**src/sv/brr_pkg.sv**
```systemverilog
// shared types and constants for the bit-reversal reorder block
package brr_pkg;

	// width of one sample part on the ports
	localparam int SAMPLE_W = 32;

	// frame length register
	localparam int LOG_SIZE_W = 4;
	localparam logic [LOG_SIZE_W-1:0] LOG_SIZE_RST = 4'd10;
	localparam int MIN_LOG_SIZE = 3;

	// per-transaction control from the sequencer to the datapath
	typedef struct packed {
		logic wr_en;
		logic rd_en;
		logic frame_end;
	} brr_ctl_t;

endpackage

```
**src/sv/brr_seq.sv**
```systemverilog
// frame position, bank and bit-reversed address generation
module brr_seq import brr_pkg::*; #(
	parameter int MAX_LOG_SIZE = 10
) (
	input  logic                  clk,
	input  logic                  arst_n,
	input  logic                  accept,
	input  logic                  cfg_we,
	input  logic [LOG_SIZE_W-1:0] cfg_wdata,
	output brr_ctl_t              ctl,
	output logic [MAX_LOG_SIZE:0] wr_addr,
	output logic [MAX_LOG_SIZE:0] rd_addr
);

	localparam int POS_W = MAX_LOG_SIZE;
	localparam int CNT_W = $clog2(MAX_LOG_SIZE + 1);

	logic [LOG_SIZE_W-1:0] log_size_q;
	logic [POS_W-1:0]      position_q;
	logic                  bank_q;
	logic                  primed_q;

	logic [CNT_W-1:0] bits;
	logic [CNT_W-1:0] shift;
	logic [POS_W-1:0] last;
	logic [POS_W-1:0] pos;
	logic [POS_W-1:0] rev_full;
	logic [POS_W-1:0] rev;
	logic             is_last;

	// clamp the frame length to the supported range
	always_comb begin
		if (int'(log_size_q) < MIN_LOG_SIZE) begin
			bits = CNT_W'(MIN_LOG_SIZE);
		end else if (int'(log_size_q) > MAX_LOG_SIZE) begin
			bits = CNT_W'(MAX_LOG_SIZE);
		end else begin
			bits = CNT_W'(log_size_q);
		end
		shift = CNT_W'(MAX_LOG_SIZE) - bits;
	end

	// index within the frame and its bit reversal over the frame length
	always_comb begin
		last    = {POS_W{1'b1}} >> shift;
		pos     = position_q & last;
		is_last = (pos == last);
		for (int k = 0; k < POS_W; k++) begin
			rev_full[k] = pos[POS_W-1-k];
		end
		rev = rev_full >> shift;
	end

	// write the current half, read the previous frame from the other half
	assign wr_addr = {bank_q, pos};
	assign rd_addr = {~bank_q, rev};

	assign ctl.wr_en     = accept;
	assign ctl.rd_en     = accept && primed_q;
	assign ctl.frame_end = is_last;

	// frame bookkeeping
	always_ff @(posedge clk or negedge arst_n) begin
		if (!arst_n) begin
			log_size_q <= LOG_SIZE_RST;
			position_q <= '0;
			bank_q     <= 1'b0;
			primed_q   <= 1'b0;
		end else if (cfg_we) begin
			log_size_q <= cfg_wdata;
			position_q <= '0;
			primed_q   <= 1'b0;
		end else if (accept) begin
			if (is_last) begin
				position_q <= '0;
				bank_q     <= ~bank_q;
				primed_q   <= 1'b1;
			end else begin
				position_q <= pos + POS_W'(1);
			end
		end
	end

endmodule

```
**config.mk**
```make
export PLATFORM = sky130hd
export DESIGN_NAME = brr_seq
export DESIGN_NICKNAME = d
export VERILOG_FILES = /design/src/sv/brr_pkg.sv /design/src/sv/brr_seq.sv
export SDC_FILE = /design/constraint.sdc
export NUM_CORES = 1
export LEC_CHECK = 0
export ABC_AREA = 1
export BUFFER_PORTS_ARGS = -buffer_cell sky130_fd_sc_hd__buf_2
export CAP_MARGIN = 20
export CORE_MARGIN = 2
export CORE_UTILIZATION = 60
export CTS_BUF_LIST = sky130_fd_sc_hd__clkbuf_4 sky130_fd_sc_hd__clkbuf_8
export DETAILED_ROUTE_END_ITERATION = 12
export GPL_ROUTABILITY_DRIVEN = 0
export PLACE_DENSITY = 0.95
export SETUP_SLACK_MARGIN = 0.02
export SLEW_MARGIN = 10
export SYNTH_ARGS = -nofsm -noshare
export SYNTH_HDL_FRONTEND = slang
export SYNTH_SLANG_ARGS = --single-unit
```
**constraint.sdc**
```tcl
create_clock -name clk -period 3.8 [get_ports clk]
set_clock_uncertainty 0.05 [all_clocks]
set_input_delay 0.38 -clock clk [delete_from_list [all_inputs] [get_ports clk]]
set_output_delay 0.38 -clock clk [all_outputs]
set_load 0.05 [all_outputs]
```
==> out/metrics.csv, run 1 <==
stage;metric;value;unit
sta;tns;0;ns
job;drv_cap;0;
yosys;synth_compound_area_share;8.70;%
drt;antenna_violating_nets_post_route;0;
floorplan;fp.dieW;52.7;um
grt;grt_pass1_vias;1322;
worst_setup_path;cp-end-kind;primary output;
status;status;finished, final reports clean;
yosys;yosys.area_share.xor_xnor;1.85;%
finish;drive_gt1_share;20.3;%
yosys;syn_area;1420;um^2
yosys;avgSynthCellArea;6.14;um^2
clock_network;clkLatencyLatePin;0.29;ns
grt;grt_max_degree;17;
worst_setup_path;cp-startpoint;log_size_q[1];
yosys;synth_cells;232;
grt;track_usage;27.9;%
finish;final_area;1600;um^2
sta;tightestPinTransition;0.626;ns
clock_network;cts_setup_buffers;0;
clock_network;clk_pin_slew;0.09;ns
floorplan;die_h;52.7;um
yosys;synth_edf_count;0;
yosys;synthAdderAreaFrac;3.51;%
sta;period_minus_slack;3.56;ns
worst_setup_path;path_class;register to primary output;
clock_network;cts_root_buffer;clkbuf_4;
floorplan;start_util;63.8;%
grt;grt_pass1_wl;5.75;mm
yosys;synth_top_cell_by_area;dfrtp_1;
yosys;synth.net_count;244;
drt;postRouteWirelength;3.36;mm
worst_setup_path;crit_fanout;14;
worst_setup_path;regToRegEndpoint;position_q[9];
drt;route.vias.total;1539;
sta;maxSlewViolCount;0;
worst_setup_path;crit_required;3.37;ns
sta;rsz0062_at_grt;no;
drt;viasPerCell;5.42;
clock_network;numCtsBuffers;3;
finish;diodes;0;
yosys;synthMuxAreaShare;0;%
finish;layout.nets;269;
clock_network;clk_path_buf_depth;2;
yosys;synth.top_cell.area_share;24.6;%
clock_network;clock-sinks;16;
sta;fmax;281;MHz
drt;drt_drc_violations_left;0;
yosys;ys_seq_elements;16;
yosys;yosys_warnings;0;
drt;post_drt_wl_per_cell;11.8;um
yosys;ys_seq_area_share;28.3;%
yosys;yosys-top-cells-count;nand2_1 (77), nand3_1 (37), inv_1 (30);
yosys;synthSimpleGateAreaFrac;44.2;%
yosys;synth_most_common_cell;nand2_1;
sta;slew_headroom;58.1;%
drt;drt_iter0_markers;83;
yosys;async_reset_ff_share;100;%
pwr;leakage;0.904;nW
clock_network;tritoncts;yes;
drt;first_pass_iters;4;
floorplan;dieArea;2780;um^2
worst_setup_path;start_kind;register;
yosys;synth_top_family_by_area;simple AND/OR/NAND/NOR gates;
yosys;synth_area_leaders;dfrtp_1 (25%), nand2_1 (20%), nand3_1 (13%);
grt;antenna_found_initial;0;
grt;grt.overflow.total;0;
finish;syn2layout_area_growth;12.0;%
floorplan;rows;17;
worst_setup_path;worstReg2RegStart;log_size_q[2];
sta;hold_violations;0;
floorplan;num_io_pins;33;
yosys;synthFlopType;dfrtp_1;
placement;dpl-instance-area;1540;um^2
pwr;total_power;0.000646;W
hold_path;holdCritStartpoint;cfg_wdata[0];
worst_setup_path;rr_worst_depth;17;
sta;min_period_over_period;93.6;%
placement;dp_cells;279;
hold_path;hold-path-cell-count;3;
sta;setup_viol;0;
worst_setup_path;r2r_setup_slack;0.95;ns
pwr;powerDensity;405;nW/um^2
placement;detailed_place_hpwl;2.57;mm
worst_setup_path;worstPathArrival;3.13;ns
hold_path;min_path_type;input port to register;
placement;port_buffers;32;
pwr;peakVddDrop;264;uV
yosys;synth.distinct_cells;25;
hold_path;hold_path_end;log_size_q[0];
finish;fin_cells;284;
clock_network;cts_max_level;1;
floorplan;core_area;2230;um^2
==> per-stage QoR <==
stage	hold WS, ns	utilization (%)	setup slack [ns]
2_1_floorplan	0.0344	-	0.322
4_1_cts	0.248	71.0	0.0697
5_1_grt	0.272	71.4	0.00454
3_3_place_gp	0.251	69.0	0.338
6_report	0.244	71.4	0.244
3_5_place_dp	0.256	69.0	0.226
==> flip-flops by register name (all words and copies together) (netlist names) <==
signal and cells:
bank_q 1, log_size_q 4, position_q 10, primed_q 1
==> logic make-up after synthesis <==
logic type / Yosys count
buffers and inverters: 43
adder cells (fa/ha/maj): 4
XOR/XNOR: 3
AND/OR/NAND/NOR: 144
AO/OA/AOI/OAI: 22
flip-flops: 16
==> final cells by class <==
| cell class | instances | area, um^2 |
|---|---|---|
| Inverter | 30 | 115 |
| Tap cell | 28 | 35.0 |
| Sequential cell | 16 | 403 |
| Multi-Input combinational cell | 173 | 842 |
| Fill cell | 199 | 638 |
| Clock buffer | 4 | 30.0 |
| Timing Repair Buffer | 33 | 170 |
==> power by group <==
part | internal (W) | switching [W]
clock | 0.0000480 | 0.0000521
sequential | 0.000177 | 0.00000628
combinational | 0.0000894 | 0.000273
total | 0.000315 | 0.000331
==> worst max-delay path, stage by stage (launching register included) <==
cell and delay (ns):
dfstp_2 0.53, nand2_1 0.06, nand2_1 0.08, nand2_2 0.17, nand2_4 0.20, inv_1 0.08, ha_2 0.17, inv_1 0.05
ha_2 0.35, inv_4 0.15, nand2_2 0.11, inv_1 0.11, nand2_1 0.09, inv_1 0.12, nand2_1 0.07, nand3_1 0.08
nand3_1 0.08, nand2_1 0.07, buf_2 0.25
==> what timing repair did <==
item	4_1_cts	5_1_grt
pin swaps	0	0
setup endpoints to repair	6	8
gates resized for setup	2	4
hold endpoints to repair	14	0
hold buffers	1	0
==> how the worst max path moves through the flow <==
stage	endpoint	slack, ns	depth (start not counted)
final	rd_addr[1]	0.24	18
after floorplan	rd_addr[4]	0.32	15
after CTS	rd_addr[1]	0.07	18
after global routing	rd_addr[1]	0.005	18
after detailed placement	rd_addr[1]	0.23	18
after global placement	rd_addr[2]	0.34	18
==> cell usage in the layout, fill, tap and decap left out, types with 2 or more instances in the layout <==
| cell | count |
|---|---|
| nand4_1 | 6 |
| xor2_1 | 3 |
| nand3_1 | 37 |
| nor2_2 | 3 |
| nand2_4 | 2 |
| inv_1 | 29 |
| o21ai_2 | 2 |
| ha_1 | 2 |
| clkbuf_4 | 4 |
| buf_2 | 32 |
| nand2_2 | 3 |
| o21ai_1 | 3 |
| a21oi_1 | 3 |
| o21ai_0 | 12 |
| nand2_1 | 76 |
| dfrtp_1 | 14 |
| dfstp_2 | 2 |
| nor2_1 | 15 |
| ha_2 | 2 |
==> metal layers <==
layer | global-route usage (%) | vias to the layer above | wire [um]
met4 | 9.83 | 0 | 46
met5 | 0 | - | 0
met3 | 3.14 | 5 | 214
met2 | 45.0 | 67 | 1560
met1 | 38.4 | 676 | 1550
li1 | - | 791 | -
Power figures use the tool's default switching activity.
==> run 2, diff against run 1 <==
- CORE_UTILIZATION: 60 -> 50
- PLACE_DENSITY: 0.95 -> 0.85
- clock period: 3.8 -> 3.26 ns (I/O delays scaled with it)
==> run 2 against run 1 <==
Combinational power up 34%. Design area rose by 7.1%. Total power increased by 26%. Sequential share of layout area fell by 1.7 points. Non-clock buffer count increased by 5. Final cell count increased by 3.2%. Setup slack got worse by 0.080 ns. Largest power group unchanged. Largest cell class unchanged.
==> out/metrics.csv, run 2 (synthesis gave the netlist of run 1 again) <==
stage;metric;value;unit
drt;top_layer;met4;
clock_network;numCtsBuffers;3;
placement;dp_slack;0.257;ns
grt;grt.overflow.total;0;
sta;slew_headroom;60.2;%
floorplan;num_io_pins;33;
job;drv_cap;0;
pwr;peakVddDrop;416;uV
sta;fin_ws;0.164;ns
finish;top_regs;position_q (10), log_size_q (4);
finish;layout.nets;275;
hold_path;hold-path-cell-count;3;
drt;wl_met3;185;um
floorplan;die_h;57.4;um
clock_network;clock-sinks;16;
grt;track_usage;22.2;%
pwr;leakage;0.936;nW
hold_path;min_path_type;input port to register;
grt;grt_pass1_wl;5.87;mm
pwr;total_power;0.000816;W
drt;wl_met2;1.68;mm
sta;period_minus_slack;3.10;ns
finish;drive_gt1_share;24.0;%
grt;antenna_found_initial;0;
worst_setup_path;crit_fanout;11;
grt;grt_max_degree;17;
sta;tns;0;ns
worst_setup_path;r2r_setup_slack;0.67;ns
sta;min_period_over_period;95.0;%
finish;final_cell_mix;nand2_1 (76), nand3_1 (36), inv_1 (29), buf_2 (27), dfrtp_1 (14);
clock_network;clk_pin_slew;0.09;ns
drt;postRouteWirelength;3.50;mm
worst_setup_path;cp_slowest_stage_delay;0.53;ns
floorplan;start_util;52.1;%
clock_network;clk_path_buf_depth;2;
drt;drt_drc_violations_left;0;
floorplan;dieArea;3290;um^2
finish;diodes;0;
clock_network;cts_root_buffer;clkbuf_4;
worst_setup_path;worstPathArrival;2.72;ns
pwr;powerDensity;478;nW/um^2
floorplan;rows;19;
finish;syn2layout_area_growth;19.9;%
worst_setup_path;crit_end;rd_addr[2];
finish;final_area;1710;um^2
placement;port_buffers;32;
worst_setup_path;cp-end-kind;primary output;
worst_setup_path;crit_slowest_cell;dfstp_2;
drt;antenna_violating_nets_post_route;0;
worst_setup_path;path_class;register to primary output;
finish;fin_cells;293;
sta;setup_viol;0;
clock_network;clkLatencyLatePin;0.28;ns
placement;dpl-instance-area;1580;um^2
placement;dp_cells;285;
worst_setup_path;cp-startpoint;log_size_q[1];
drt;route.vias.total;1556;
drt;post_drt_wl_per_cell;12.0;um
clock_network;tritoncts;yes;
placement;detailed_place_hpwl;2.74;mm
floorplan;core_area;2730;um^2
finish;regMostFlops;position_q;
worst_setup_path;regToRegEndpoint;position_q[9];
sta;rsz0062_at_grt;no;
worst_setup_path;start_kind;register;
floorplan;fp.dieW;57.4;um
sta;tightestPinTransition;0.595;ns
drt;met1_length;1.60;mm
worst_setup_path;worstReg2RegStart;log_size_q[2];
finish;final_common_cell;nand2_1;
grt;grt_pass1_vias;1369;
drt;first_pass_iters;4;
worst_setup_path;rr_worst_depth;18;
sta;hold_violations;0;
status;status;finished, final reports clean;
drt;viasPerCell;5.31;
drt;drt_iter0_markers;89;
worst_setup_path;crit_chain;nand2_1 -> nand2_1 -> nand2_4 -> nand2_2 -> inv_1 -> ha_4 -> inv_1 -> ha_4 -> buf_4 -> a21oi_4 -> nand3_1 -> nand3_1 -> nand2_1 -> inv_1 -> nand2_1 -> inv_1 -> clkbuf_4;
sta;fmax;323;MHz
worst_setup_path;crit_required;2.88;ns
clock_network;cts_max_level;1;
sta;maxSlewViolCount;0;
finish;largest_reg_flops;10;
[run 2: cell type report]
class                   instances  area, um^2
repair inverters                1        5.00
well taps                      31        38.8
fillers                       244        1030
flip-flops and latches         16         403
inverters                      30         116
repair buffers                 38         224
clock buffers                   4        30.0
multi-input cells             173         891
[run 2: how the worst min path moves through the flow]
stage,end,slack [ns],start
6_report,log_size_q[0],0.19,cfg_wdata[0]
5_1_grt,log_size_q[0],0.19,cfg_wdata[0]
4_1_cts,log_size_q[0],0.19,cfg_wdata[0]
3_5_place_dp,primed_q,0.20,arst_n
3_3_place_gp,primed_q,0.20,arst_n
2_1_floorplan,bank_q,-0.02,arst_n
[run 2: per-layer routing]
metal  track usage [%]  vias to the layer above
li1                  -                      800
met1              30.9                      695
met2              35.4                       55
met3              3.17                        6
met4              7.31                        0
met5                 0                        -
[run 2: metrics by stage]
step                hold slack (ns)  utilization [%]
floorplan                   -0.0196                -
global placement              0.203             57.9
detailed placement            0.204             57.9
CTS                           0.195             59.6
global route                  0.187             62.5
finish                        0.194             62.5
[run 2: repair_timing]
action,in CTS,in global routing
buffers inserted,0,2
endpoints found under the hold margin,14,0
hold buffers,1,0
endpoints found under the setup margin,5,7
gates cloned,0,1
resized for setup,2,18
[run 2: critical path: cells and delay by family (launching register included)]
family	cells	cell delay, ns
flip-flops	1	0.53
AO/OA/AOI/OAI	1	0.23
adder cells (fa/ha/maj)	2	0.38
buffers and inverters	6	0.64
AND/OR/NAND/NOR	8	0.68
[run 2: power breakdown]
part / total (W) / switching [W] / internal, W / leakage [nW]
combinational: 0.000484 / 0.000339 / 0.000145 / 0.706
sequential: 0.000214 / 0.00000756 / 0.000207 / 0.212
clock: 0.000118 / 0.0000620 / 0.0000558 / 0.0184
total: 0.000816 / 0.000408 / 0.000408 / 0.936
==> run 3, diff against run 2 <==
- CORE_UTILIZATION: 50 -> 30
- PLACE_DENSITY: 0.85 -> 0.58
- RECOVER_POWER: not set -> 25
==> run 3 against run 2 <==
Register-to-register slack got worse by 0.05 ns. Routed wire length increased by 7.3%. Setup slack improved by 0.043 ns. Highest routed layer unchanged.
==> out/metrics.csv, run 3 (synthesis gave the netlist of run 1 again) <==
stage;metric;value;unit
floorplan;dieArea;5310;um^2
drt;first_pass_iters;4;
sta;setup_viol;0;
worst_setup_path;crit_family;simple AND/OR/NAND/NOR gates;
sta;tns;0;ns
worst_setup_path;cp_slowest_stage_delay;0.39;ns
job;drv_cap;0;
worst_setup_path;worstPathArrival;2.68;ns
worst_setup_path;start_kind;register;
clock_network;cts_max_level;1;
finish;final_cell_mix;nand2_1 (77), nand3_1 (37), inv_1 (28), buf_2 (26);
finish;fillers;500;
drt;viasPerCell;4.73;
finish;syn2layout_area_growth;21.5;%
sta;rsz0062_at_grt;yes;
grt;grt.overflow.total;0;
finish;largest_reg_flops;10;
grt;antenna_found_initial;0;
floorplan;die_h;72.9;um
finish;layout.nets;277;
clock_network;clkLatencyLatePin;0.26;ns
pwr;leakage;0.952;nW
status;status;finished, final reports clean;
floorplan;start_util;30.6;%
grt;grt_max_degree;17;
clock_network;cts_root_buffer;clkbuf_8;
finish;utilization;37.1;%
worst_setup_path;cp_num_buf_inv;4;
finish;top_regs;position_q (10), log_size_q (4);
clock_network;clk_pin_slew;0.07;ns
worst_setup_path;crit_required;2.88;ns
finish;diodes;0;
worst_setup_path;crit_chain;nor2_1 -> nand2_1 -> nand2_4 -> nand2_2 -> inv_1 -> ha_1 -> inv_1 -> ha_1 -> buf_4 -> nor2_1 -> a21oi_1 -> nand4_1 -> nor2_2 -> buf_4;
floorplan;core_area;4660;um^2
sta;tightestPinTransition;0.859;ns
drt;post_drt_wl_per_cell;11.8;um
placement;port_buffers;32;
placement;detailed_place_hpwl;3.00;mm
grt;grt_pass1_wl;6.27;mm
finish;regMostFlops;position_q;
clock_network;clk_path_buf_depth;2;
drt;route.vias.total;1504;
finish;final_common_cell;nand2_1;
sta;hold_violations;0;
pwr;powerDensity;492;nW/um^2
floorplan;fp.dieW;72.9;um
pwr;peakVddDrop;179;uV
grt;track_usage;15.0;%
hold_path;min_path_type;input port to register;
sta;fmax;328;MHz
sta;min_period_over_period;93.6;%
worst_setup_path;rr_worst_depth;18;
floorplan;num_io_pins;33;
finish;drive_gt1_share;22.3;%
worst_setup_path;crit_cells;14;
worst_setup_path;path_class;register to primary output;
sta;slew_headroom;42.8;%
drt;postRouteWirelength;3.76;mm
clock_network;clock-sinks;16;
worst_setup_path;crit_slowest_cell;dfrtp_1;
worst_setup_path;crit_fanout;11;
clock_network;numCtsBuffers;3;
sta;period_minus_slack;3.05;ns
floorplan;rows;25;
drt;drt_drc_violations_left;0;
drt;drt_iter0_markers;67;
clock_network;tritoncts;yes;
drt;antenna_violating_nets_post_route;0;
hold_path;hold-path-cell-count;3;
grt;grt_pass1_vias;1383;
sta;maxSlewViolCount;0;
worst_setup_path;cp-end-kind;primary output;
## run 3: changes by cell type in the layout (fill, tap and decap cells not counted), moves of 2 or more
cell | before | now
clkbuf_4 | 6 | 1
buf_4 | 7 | 12
nor2_2 | 5 | 3
clkbuf_8 | 0 | 4
ha_4 | 2 | 0
nor2_1 | 12 | 14
ha_1 | 2 | 4
## run 3: cell type report
type | count | area, um^2 | area share, %
Inverter | 30 | 115 | 6.65
Timing Repair Buffer | 41 | 241 | 14.0
Sequential cell | 16 | 403 | 23.3
Tap cell | 54 | 67.6 | 3.90
Clock buffer | 4 | 55.1 | 3.18
Multi-Input combinational cell | 173 | 848 | 49.0
## run 3: per-stage QoR
| stage | instance area (um^2) | power [W] | worst slack (ns) | std cells | hold WS [ns] |
|---|---|---|---|---|---|
| after floorplan | 1440 | 0.000566 | 0.0344 | 232 | -0.0196 |
| after global routing | 1730 | 0.000913 | 0.0138 | 318 | 0.232 |
| final | 1730 | 0.000851 | 0.207 | 318 | 0.222 |
| after CTS | 1680 | 0.000831 | 0.0835 | 314 | 0.228 |
| after detailed placement | 1620 | 0.000652 | 0.236 | 309 | 0.209 |
| after global placement | 1620 | 0.000652 | 0.297 | 309 | 0.210 |
## run 3: worst paths after layout
path / startpoint / end / slack [ns]
worst max-delay path: log_size_q[2] / ctl[0] / 0.21
worst min-delay path: cfg_wdata[2] / log_size_q[2] / 0.22
worst max register to register: log_size_q[2] / position_q[9] / 0.62
worst min register to register: primed_q / primed_q / 0.43
max in group asynchronous: arst_n / position_q[6] / 1.98
min in group asynchronous: arst_n / primed_q / 0.64
## run 3: routing by layer
layer | vias up | track usage (%) | wire length (um)
met1 | 655 | 20.4 | 1900
li1 | 806 | - | -
met5 | - | 0 | 0
met3 | 7 | 2.21 | 142
met4 | 0 | 5.14 | 67
met2 | 36 | 24.3 | 1650
## run 3: worst reg2reg max path: stages (launching register included)
cell and delay (ns):
dfrtp_1 0.39, nor2_1 0.15, nand2_1 0.11, nand2_4 0.12, nand2_2 0.06, inv_1 0.08, ha_1 0.14, inv_1 0.04
ha_1 0.32, buf_4 0.21, nor2_1 0.07, a21oi_1 0.19, nand2_1 0.07, nor2_1 0.08, nand2_1 0.09, nand2_2 0.16
inv_1 0.08, nand2_1 0.06, nand2_1 0.04
## run 3: report_power, final
part           leakage [nW]  internal (W)  switching, W
sequential            0.212      0.000207    0.00000701
combinational         0.712      0.000131      0.000327
clock                0.0288      0.000107     0.0000721
total                 0.952      0.000445      0.000406
## run 3: timing repair
action / in CTS / in global routing
pin swaps: 0 / 1
setup buffers: 0 / 4
endpoints found under the setup margin: 3 / 6
gates resized for setup: 1 / 12
hold endpoints to repair: 14 / 0
hold buffers: 1 / 0
